==> src/hw/rtl/sts_pkg.sv <==
// Shared types and constants for the sorted table with binary search.
// Holds the transfer payload structs, the sequencer states and the table port request.
// No dependencies.
`default_nettype none

package sts_pkg;

	// Table geometry.
	localparam int ENTRIES = 16;
	localparam int IDX_W   = (ENTRIES > 1) ? $clog2(ENTRIES) : 1;
	localparam int CNT_W   = $clog2(ENTRIES + 1);
	localparam int VAL_W   = 32;
	localparam int POS_W   = 4;

	// Item kind codes.
	localparam logic KIND_LOAD   = 1'b0;
	localparam logic KIND_SEARCH = 1'b1;

	// One input item.
	typedef struct packed {
		logic                    kind;
		logic signed [VAL_W-1:0] value;
		logic                    last;
	} in_item_t;

	// One result item.
	typedef struct packed {
		logic             found;
		logic [POS_W-1:0] position;
	} out_item_t;

	// Request to the table memory: one write port, one registered read port.
	typedef struct packed {
		logic                    we;
		logic [IDX_W-1:0]        waddr;
		logic signed [VAL_W-1:0] wdata;
		logic                    re;
		logic [IDX_W-1:0]        raddr;
	} mem_req_t;

	// Sequencer states.
	typedef enum logic [3:0] {
		ST_IDLE,
		ST_SORT_START,
		ST_SORT_CARRY,
		ST_SORT_READ,
		ST_SORT_CMP,
		ST_SORT_FLUSH,
		ST_SRCH_PROBE,
		ST_SRCH_CMP,
		ST_DONE
	} state_t;

endpackage

`default_nettype wire

==> src/hw/rtl/sts_table.sv <==
// Value table memory: one write port and one read port with registered read data.
// Depends on sts_pkg for the request struct and the table geometry.
`default_nettype none

module sts_table (
	input  wire logic                                 clk,
	input  wire sts_pkg::mem_req_t                    req,
	output logic signed [sts_pkg::VAL_W-1:0]          rdata
);

	logic signed [sts_pkg::VAL_W-1:0] mem_q [sts_pkg::ENTRIES];
	logic signed [sts_pkg::VAL_W-1:0] rdata_q;

	// Write port.
	always_ff @(posedge clk) begin
		if (req.we) begin
			mem_q[req.waddr] <= req.wdata;
		end
	end

	// Read port, data available in the following cycle.
	always_ff @(posedge clk) begin
		if (req.re) begin
			rdata_q <= mem_q[req.raddr];
		end
	end

	assign rdata = rdata_q;

endmodule

`default_nettype wire

==> src/hw/rtl/sts_seq.sv <==
// Sequencer for loads, the bubble sort and the binary search, with the value compares.
// Depends on sts_pkg; drives the table memory through a sts_pkg::mem_req_t request.
`default_nettype none

module sts_seq (
	input  wire logic                                clk,
	input  wire logic                                arst_n,
	input  wire logic                                start,
	input  wire sts_pkg::in_item_t                   item,
	output logic                                     idle,
	output sts_pkg::mem_req_t                        mem_req,
	input  wire logic signed [sts_pkg::VAL_W-1:0]    mem_rdata,
	input  wire logic                                res_free,
	output logic                                     res_load,
	output sts_pkg::out_item_t                       res
);

	localparam int CNT_W = sts_pkg::CNT_W;
	localparam int IDX_W = sts_pkg::IDX_W;
	localparam int VAL_W = sts_pkg::VAL_W;
	localparam int POS_W = sts_pkg::POS_W;

	sts_pkg::state_t state_q, state_d;

	logic [CNT_W-1:0]        count_q;
	logic [CNT_W-1:0]        pass_q;
	logic [IDX_W-1:0]        k_q;
	logic signed [VAL_W-1:0] carry_q;
	logic signed [VAL_W-1:0] key_q;
	logic [CNT_W-1:0]        lo_q;
	logic [CNT_W-1:0]        hi1_q;
	logic [IDX_W-1:0]        mid_q;
	logic                    found_q;
	logic [POS_W-1:0]        pos_q;

	logic                    load_go;
	logic                    load_wr;
	logic [CNT_W-1:0]        count_next;
	logic                    carry_gt;
	logic                    k_last;
	logic                    pass_last;
	logic                    range_open;
	logic [CNT_W:0]          mid_sum;
	logic [IDX_W-1:0]        mid_c;
	logic [IDX_W+POS_W-1:0]  mid_ext;
	logic                    key_eq;
	logic                    key_lt;

	// Load bookkeeping: loads beyond capacity are dropped.
	assign load_go    = start && (item.kind == sts_pkg::KIND_LOAD);
	assign load_wr    = load_go && (count_q < CNT_W'(sts_pkg::ENTRIES));
	assign count_next = load_wr ? count_q + CNT_W'(1) : count_q;

	// Compares on the read data: the sort against the carry, the search against the key.
	assign carry_gt = carry_q > mem_rdata;
	assign key_eq   = mem_rdata == key_q;
	assign key_lt   = key_q < mem_rdata;

	// Sort loop bounds: a pass ends at index count-2, the sort after count-1 passes.
	assign k_last    = (CNT_W'(k_q) + CNT_W'(2)) == count_q;
	assign pass_last = (pass_q + CNT_W'(1)) == (count_q - CNT_W'(1));

	// Search window is [lo, hi1); middle = (lo + hi1 - 1) / 2.
	assign range_open = lo_q < hi1_q;
	assign mid_sum    = {1'b0, lo_q} + {1'b0, hi1_q} - (CNT_W + 1)'(1);
	assign mid_c      = mid_sum[IDX_W:1];
	assign mid_ext    = {{POS_W{1'b0}}, mid_q};

	// Next state.
	always_comb begin
		state_d = state_q;
		unique case (state_q)
			sts_pkg::ST_IDLE: begin
				if (start) begin
					if (item.kind == sts_pkg::KIND_SEARCH) begin
						state_d = sts_pkg::ST_SRCH_PROBE;
					end else if (item.last && (count_next >= CNT_W'(2))) begin
						state_d = sts_pkg::ST_SORT_START;
					end
				end
			end
			sts_pkg::ST_SORT_START: state_d = sts_pkg::ST_SORT_CARRY;
			sts_pkg::ST_SORT_CARRY: state_d = sts_pkg::ST_SORT_READ;
			sts_pkg::ST_SORT_READ:  state_d = sts_pkg::ST_SORT_CMP;
			sts_pkg::ST_SORT_CMP: begin
				state_d = k_last ? sts_pkg::ST_SORT_FLUSH : sts_pkg::ST_SORT_READ;
			end
			sts_pkg::ST_SORT_FLUSH: begin
				state_d = pass_last ? sts_pkg::ST_IDLE : sts_pkg::ST_SORT_START;
			end
			sts_pkg::ST_SRCH_PROBE: begin
				state_d = range_open ? sts_pkg::ST_SRCH_CMP : sts_pkg::ST_DONE;
			end
			sts_pkg::ST_SRCH_CMP: begin
				state_d = key_eq ? sts_pkg::ST_DONE : sts_pkg::ST_SRCH_PROBE;
			end
			sts_pkg::ST_DONE: begin
				if (res_free) begin
					state_d = sts_pkg::ST_IDLE;
				end
			end
			default: state_d = sts_pkg::ST_IDLE;
		endcase
	end

	// Outputs: table requests and result hand-off.
	always_comb begin
		mem_req       = '0;
		mem_req.wdata = item.value;
		idle          = 1'b0;
		res_load      = 1'b0;
		unique case (state_q)
			sts_pkg::ST_IDLE: begin
				idle          = 1'b1;
				mem_req.we    = load_wr;
				mem_req.waddr = count_q[IDX_W-1:0];
			end
			sts_pkg::ST_SORT_START: begin
				mem_req.re    = 1'b1;
				mem_req.raddr = '0;
			end
			sts_pkg::ST_SORT_CARRY: begin
			end
			sts_pkg::ST_SORT_READ: begin
				mem_req.re    = 1'b1;
				mem_req.raddr = k_q + IDX_W'(1);
			end
			sts_pkg::ST_SORT_CMP: begin
				// The smaller of the pair settles at k; the larger moves on as the carry.
				mem_req.we    = 1'b1;
				mem_req.waddr = k_q;
				mem_req.wdata = carry_gt ? mem_rdata : carry_q;
			end
			sts_pkg::ST_SORT_FLUSH: begin
				mem_req.we    = 1'b1;
				mem_req.waddr = IDX_W'(count_q - CNT_W'(1));
				mem_req.wdata = carry_q;
			end
			sts_pkg::ST_SRCH_PROBE: begin
				mem_req.re    = range_open;
				mem_req.raddr = mid_c;
			end
			sts_pkg::ST_SRCH_CMP: begin
			end
			sts_pkg::ST_DONE: begin
				res_load = res_free;
			end
			default: begin
			end
		endcase
	end

	assign res.found    = found_q;
	assign res.position = pos_q;

	// State register.
	always_ff @(posedge clk or negedge arst_n) begin
		if (!arst_n) begin
			state_q <= sts_pkg::ST_IDLE;
			count_q <= '0;
		end else begin
			state_q <= state_d;
			if (state_q == sts_pkg::ST_IDLE) begin
				count_q <= count_next;
			end
		end
	end

	// Working registers of the sort and the search.
	always_ff @(posedge clk) begin
		unique case (state_q)
			sts_pkg::ST_IDLE: begin
				pass_q  <= '0;
				lo_q    <= '0;
				hi1_q   <= count_q;
				key_q   <= item.value;
				found_q <= 1'b0;
				pos_q   <= '0;
			end
			sts_pkg::ST_SORT_START: begin
				k_q <= '0;
			end
			sts_pkg::ST_SORT_CARRY: begin
				carry_q <= mem_rdata;
			end
			sts_pkg::ST_SORT_READ: begin
			end
			sts_pkg::ST_SORT_CMP: begin
				if (!carry_gt) begin
					carry_q <= mem_rdata;
				end
				k_q <= k_q + IDX_W'(1);
			end
			sts_pkg::ST_SORT_FLUSH: begin
				pass_q <= pass_q + CNT_W'(1);
			end
			sts_pkg::ST_SRCH_PROBE: begin
				mid_q <= mid_c;
			end
			sts_pkg::ST_SRCH_CMP: begin
				if (key_eq) begin
					found_q <= 1'b1;
					pos_q   <= mid_ext[POS_W-1:0];
				end else if (key_lt) begin
					hi1_q <= CNT_W'(mid_q);
				end else begin
					lo_q <= CNT_W'(mid_q) + CNT_W'(1);
				end
			end
			sts_pkg::ST_DONE: begin
			end
			default: begin
			end
		endcase
	end

	// The fill count never passes the table size.
	assert property (@(posedge clk) disable iff (!arst_n)
		count_q <= CNT_W'(sts_pkg::ENTRIES))
		else $error("entry count beyond table size");

	// A search never writes the table.
	assert property (@(posedge clk) disable iff (!arst_n)
		(state_q == sts_pkg::ST_SRCH_PROBE || state_q == sts_pkg::ST_SRCH_CMP
		 || state_q == sts_pkg::ST_DONE) |-> !mem_req.we)
		else $error("table written during a search");

	// Sort compares stay inside the loaded entries.
	assert property (@(posedge clk) disable iff (!arst_n)
		(state_q == sts_pkg::ST_SORT_CMP) |-> ((CNT_W'(k_q) + CNT_W'(1)) < count_q))
		else $error("sort compare beyond loaded entries");

	// A miss always reports position zero.
	assert property (@(posedge clk) disable iff (!arst_n)
		(res_load && !res.found) |-> (res.position == '0))
		else $error("miss with a nonzero position");

	// A search probe only reads loaded entries.
	assert property (@(posedge clk) disable iff (!arst_n)
		(state_q == sts_pkg::ST_SRCH_PROBE && range_open) |-> (CNT_W'(mid_c) < count_q))
		else $error("search probe beyond loaded entries");

endmodule

`default_nettype wire

==> src/hw/rtl/sorted_table_binary_search.sv <==
// Sorted table with binary search: top level with the result register.
// Depends on sts_pkg, sts_table and sts_seq.
`default_nettype none

// Loads append signed 32-bit values to a 16-entry table; loads beyond 16 are dropped.
// A load marked last sorts the held entries ascending by bubble sort, and a search
// returns found and the zero-based position by binary search. A load that starts no
// sort is written directly, so loads are taken back to back. After it is accepted, a
// search makes at most floor(log2(n))+1 probes over n held entries, each a read
// through the single table read port with its registered data and then a compare; a
// miss ends with a closing range check, and the result hand-off waits while the
// output register stays occupied. The sort after the last load takes (n-1) passes,
// paced by one table read and one table write per compare. The input is not ready
// while a sort or search runs; a finished result waits in an output register, so the
// next item can be taken while the previous result has not yet been transferred.
module sorted_table_binary_search (
	input  wire logic               clk,
	input  wire logic               arst_n,
	input  wire logic               item_valid,
	output logic                    item_ready,
	input  wire sts_pkg::in_item_t  item,
	output logic                    result_valid,
	input  wire logic               result_ready,
	output sts_pkg::out_item_t      result
);

	sts_pkg::mem_req_t                mem_req;
	logic signed [sts_pkg::VAL_W-1:0] mem_rdata;
	logic                             seq_idle;
	logic                             start;
	logic                             res_free;
	logic                             res_load;
	sts_pkg::out_item_t               res;
	logic                             result_valid_q;
	sts_pkg::out_item_t               result_q;

	// Input transfer handshake.
	assign item_ready = seq_idle;
	assign start      = item_valid && item_ready;

	// The result register frees up when empty or when its transfer completes.
	assign res_free = !result_valid_q || result_ready;

	sts_table u_table (
		.clk   (clk),
		.req   (mem_req),
		.rdata (mem_rdata)
	);

	sts_seq u_seq (
		.clk       (clk),
		.arst_n    (arst_n),
		.start     (start),
		.item      (item),
		.idle      (seq_idle),
		.mem_req   (mem_req),
		.mem_rdata (mem_rdata),
		.res_free  (res_free),
		.res_load  (res_load),
		.res       (res)
	);

	// Output register.
	always_ff @(posedge clk or negedge arst_n) begin
		if (!arst_n) begin
			result_valid_q <= 1'b0;
		end else if (res_load) begin
			result_valid_q <= 1'b1;
		end else if (result_ready) begin
			result_valid_q <= 1'b0;
		end
	end

	always_ff @(posedge clk) begin
		if (res_load) begin
			result_q <= res;
		end
	end

	assign result_valid = result_valid_q;
	assign result       = result_q;

endmodule

`default_nettype wire

==> config.mk <==
export PLATFORM = sky130hd
export DESIGN_NAME = sorted_table_binary_search
export DESIGN_NICKNAME = d
export VERILOG_FILES = /design/src/hw/rtl/sts_pkg.sv /design/src/hw/rtl/sts_table.sv /design/src/hw/rtl/sts_seq.sv /design/src/hw/rtl/sorted_table_binary_search.sv
export SDC_FILE = /design/constraint.sdc
export NUM_CORES = 1
export LEC_CHECK = 0
export BUFFER_PORTS_ARGS = -buffer_cell sky130_fd_sc_hd__buf_4
export CAP_MARGIN = 15
export CORE_MARGIN = 2
export CORE_UTILIZATION = 68
export DETAILED_ROUTE_END_ITERATION = 10
export PLACE_DENSITY = 0.85
export RECOVER_POWER = 25
export SLEW_MARGIN = 20
export SYNTH_ARGS = -nofsm -noshare
export SYNTH_HDL_FRONTEND = slang
export SYNTH_SLANG_ARGS = --single-unit
==> constraint.sdc <==
create_clock -name clk -period 9.3 [get_ports clk]
set_input_delay 1.395 -clock clk [delete_from_list [all_inputs] [get_ports clk]]
set_output_delay 1.395 -clock clk [all_outputs]
set_load 0.1 [all_outputs]
==> metrics.yaml <==
clock_network:
  root_buffer: "clkbuf_16"
  htreeDepth: 2
  cts_resized: 0
  path_clk_slew_ps: 60
  cts.sinks: 651
  cts_post_setup_buffers_inserted: 0
  max-clock-path-buffers: 3
  clkLatencyLatePin_ps: 630
  ctsHoldBuffers: 0
  cts-buffers-inserted: 59
  cts_tree: "yes"
die:
  fp.dieH_um: 207.1
  io-pin-count: 45
  core_um2: 40740
  die_area_um2: 42890
  die_w_um: 207.1
  core.rowCount: 74
  start_util_pct: 68.85
place:
  post-place-cells: 2548
  gp_congestion: 0.9031
  dp_hpwl_um: 37630
  port_buffers: 44
  dp_slack_ps: 4340
timing:
  maxSlewHeadroom_pct: -63.91
  finClkSkew_ps: 23.18
  rsz0062_at_grt: "false"
  period_needed_ps: 6635
  fin_tns_setup_ps: 0
  tightest_slew_ps: 2459
  finalWorstSetupSlack_ps: 2665
  fmax_mhz: 150.7
  fin_crit_sh_pct: 71.34
  drv_slew: 177
  setup_viol: 0
  hold_violations: 0
setup_path:
  r2r_cells: 10
  worstPathMaxFanout: 45
  critPathCapture: "u_table.mem_q[2][7]"
  cp-startpoint: "u_seq.state_q[0]"
  critical_path_class: "reg -> reg"
  critical_path_required_ps: 9560
  r2r_setup_slack_ps: 2660
  startpoint_type: "flip-flop"
  critPathArrivalTime_ps: 6890
  crit_path_end_kind: "flip-flop"
  crit-reg2reg-launch: "u_seq.state_q[0]"
  r2r-end: "u_table.mem_q[2][7]"
logic_synthesis:
  synth.yosys.warnings: 0
  synth_area_leaders: "edfxtp_1 69%, a211oi_1 4.4%, nand2_1 3.9%"
  ys.flop_type: "edfxtp_1"
  synth_top_area_share_pct: 68.63
  synth_top_cell_by_area: "edfxtp_1"
  syn_nets: 2189
  ys_seq_area_share_pct: 69.52
  synth-edff-count: 641
  synth_seq_cells: 651
  syn_area_um2: 28050
  synth_cells: 2070
  synth_area_per_cell_um2: 13.55
  async_reset_ff_share_pct: 1.536
  synth_cell_types: 58
grt:
  antenna_found_initial: 0
  grt_max_degree: 257
  gr-total-overflow: 0
  gr-usage-all-layers_pct: 32.08
  grt_pass1_vias: 18070
  grt_pass1_wl_um: 104700
power_and_ir_drop:
  ir_drop_mv: 0.2649
  power_w: 0.01100
  power.density_nw_per_um2: 357.3
  power.leakage_nw: 10.47
drt:
  drtAntennaViolNets: 0
  drt_iter0_drc: 2966
  first_pass_iters: 5
  wire_per_inst_um: 26.03
  drc: 0
  vias: 18370
  via_per_inst: 6.909
  routed_wl_um: 69180
outcome:
  outcome: "finished, violations left"
  violations: "capacitance limit, slew limit"
cells_and_area:
  area_delta_synth_final_pct: 9.752
  n_antenna_cell: 0
  final_nets: 2197
  final_layout_size_suffix_gt1_share_pct: 7.761
  finalNonFillerCells: 2658
job:
  cap_violations: 9
hold_path:
  hold_class: "reg -> reg"
==> worst min path at each step <==
| stage | startpoint | to | slack, ps | cells past startpoint |
|---|---|---|---|---|
| 6_report | u_seq.pos_q[0] | result[0] | 430 | 0 |
| 2_1_floorplan | u_seq.pos_q[0] | result[0] | 400 | 0 |
| 3_3_place_gp | u_seq.found_q | result[4] | 410 | 0 |
| 3_5_place_dp | u_seq.pos_q[0] | result[0] | 410 | 0 |
| 5_1_grt | u_seq.pos_q[3] | result[3] | 440 | 0 |
| 4_1_cts | u_seq.pos_q[0] | result[0] | 430 | 0 |
==> sequential cells by signal, summed over array words and instances (netlist names), 5 cells and up <==
name           flops
u_seq.key_q       32
u_table.rdata     32
result             5
u_seq.count_q      5
u_seq.lo_q         5
u_seq.carry_q     32
u_seq.hi1_q        5
u_table.mem_q    512
u_seq.pass_q       5
==> through the flow <==
stage	utilization [%]	hold slack, ps	cell area, um^2
6_report	75.56	427.0	30780
5_1_grt	75.56	439.4	30780
4_1_cts	75.82	427.5	30890
3_5_place_dp	71.07	412.3	28950
3_3_place_gp	71.03	407.1	28940
2_1_floorplan	-	400.3	28050
==> cells in the final DEF (no fill, tap or decap), drive strengths merged, types with 6 or more instances in the layout <==
cell	synthesis	layout
a21o	17	17
ha	80	80
xnor2	15	15
mux2i	34	34
o22ai	33	33
a311oi	65	65
nand3	13	13
nand4	21	21
dfrtp	10	10
clkinv	0	32
nand2	292	292
a21oi	126	126
nor2b	6	6
buf	37	37
nand2b	8	8
a31oi	65	65
nor3	7	7
a211oi	165	165
clkbuf	95	106
o21ai	14	14
and2	139	139
inv	50	52
bufinv	0	7
xor2	10	10
nor2	80	80
edfxtp	641	641
==> worst max-delay path: stages (launching register included) <==
cell and delay (ps):
dfrtp_1 360, clkbuf_1 880, nor3_1 660, nand2b_1 380
inv_4 580, nand3b_1 270, nor2_1 480, o21a_1 210
nand2_1 180, nor2_1 1620, buf_4 640
==> cell usage after synthesis, types with 2 or more instances <==
| cell | instances |
|---|---|
| nand2b_1 | 8 |
| and2_0 | 21 |
| nor2b_1 | 5 |
| o31ai_1 | 2 |
| nand4b_1 | 2 |
| a311oi_1 | 65 |
| ha_1 | 80 |
| buf_4 | 4 |
| a21oi_1 | 126 |
| a221o_1 | 3 |
| edfxtp_1 | 641 |
| a22oi_1 | 2 |
| a31oi_1 | 65 |
| or2_2 | 2 |
| buf_2 | 31 |
| xor2_1 | 10 |
| o21ai_0 | 13 |
| o21bai_1 | 4 |
| and3_1 | 5 |
| o211ai_1 | 3 |
| and2_1 | 118 |
| a211oi_1 | 165 |
| inv_1 | 49 |
| nor2_1 | 79 |
| clkbuf_1 | 95 |
| nand3_1 | 13 |
| o22ai_1 | 33 |
| nand4_1 | 21 |
| a21boi_0 | 3 |
| xnor2_1 | 15 |
| o21a_1 | 5 |
| nor3_1 | 6 |
| a21o_1 | 17 |
| mux2i_1 | 33 |
| a221oi_1 | 3 |
| dfrtp_1 | 10 |
| nand2_1 | 292 |
==> power breakdown <==
group / total, W / internal, W / switching (W)
logic: 0.00410 / 0.00133 / 0.00276
clock network: 0.00243 / 0.00137 / 0.00106
registers: 0.00447 / 0.00418 / 0.000291
total: 0.0110 / 0.00688 / 0.00411
==> layout make-up <==
| type | count | area, um^2 |
|---|---|---|
| sequential | 651 | 19500 |
| multi-input combinational | 1237 | 8023 |
| tap | 532 | 665.6 |
| clock buffer | 64 | 1516 |
| inverter | 50 | 190.2 |
| timing repair buffer | 79 | 467.9 |
| clock inverter | 45 | 420.4 |
| fill | 2247 | 9957 |
==> cell families (layout without fill, tap and decap cells) <==
group                      count (synthesis)  count (layout)  synth area share (%)
xor gates and xnor gates                  25              25                0.7807
DFF                                      651             651                 69.52
adders and majority gates                 81              81                 3.640
and+or+nand+nor                          583             583                 9.734
buffers and inverters                    182             238                 2.663
muxes                                     35              35                 1.267
AOI/OAI and AO/OA                        513             513                 12.39
==> per-layer routing <==
metal,routed length [um],up-vias,track usage (%)
met4,2804,0,13.72
met2,32840,1333,50.13
met5,0,-,0
met1,24990,8894,44.18
met3,8543,229,7.095
li1,-,7909,-
Power figures use the tool's default switching activity.
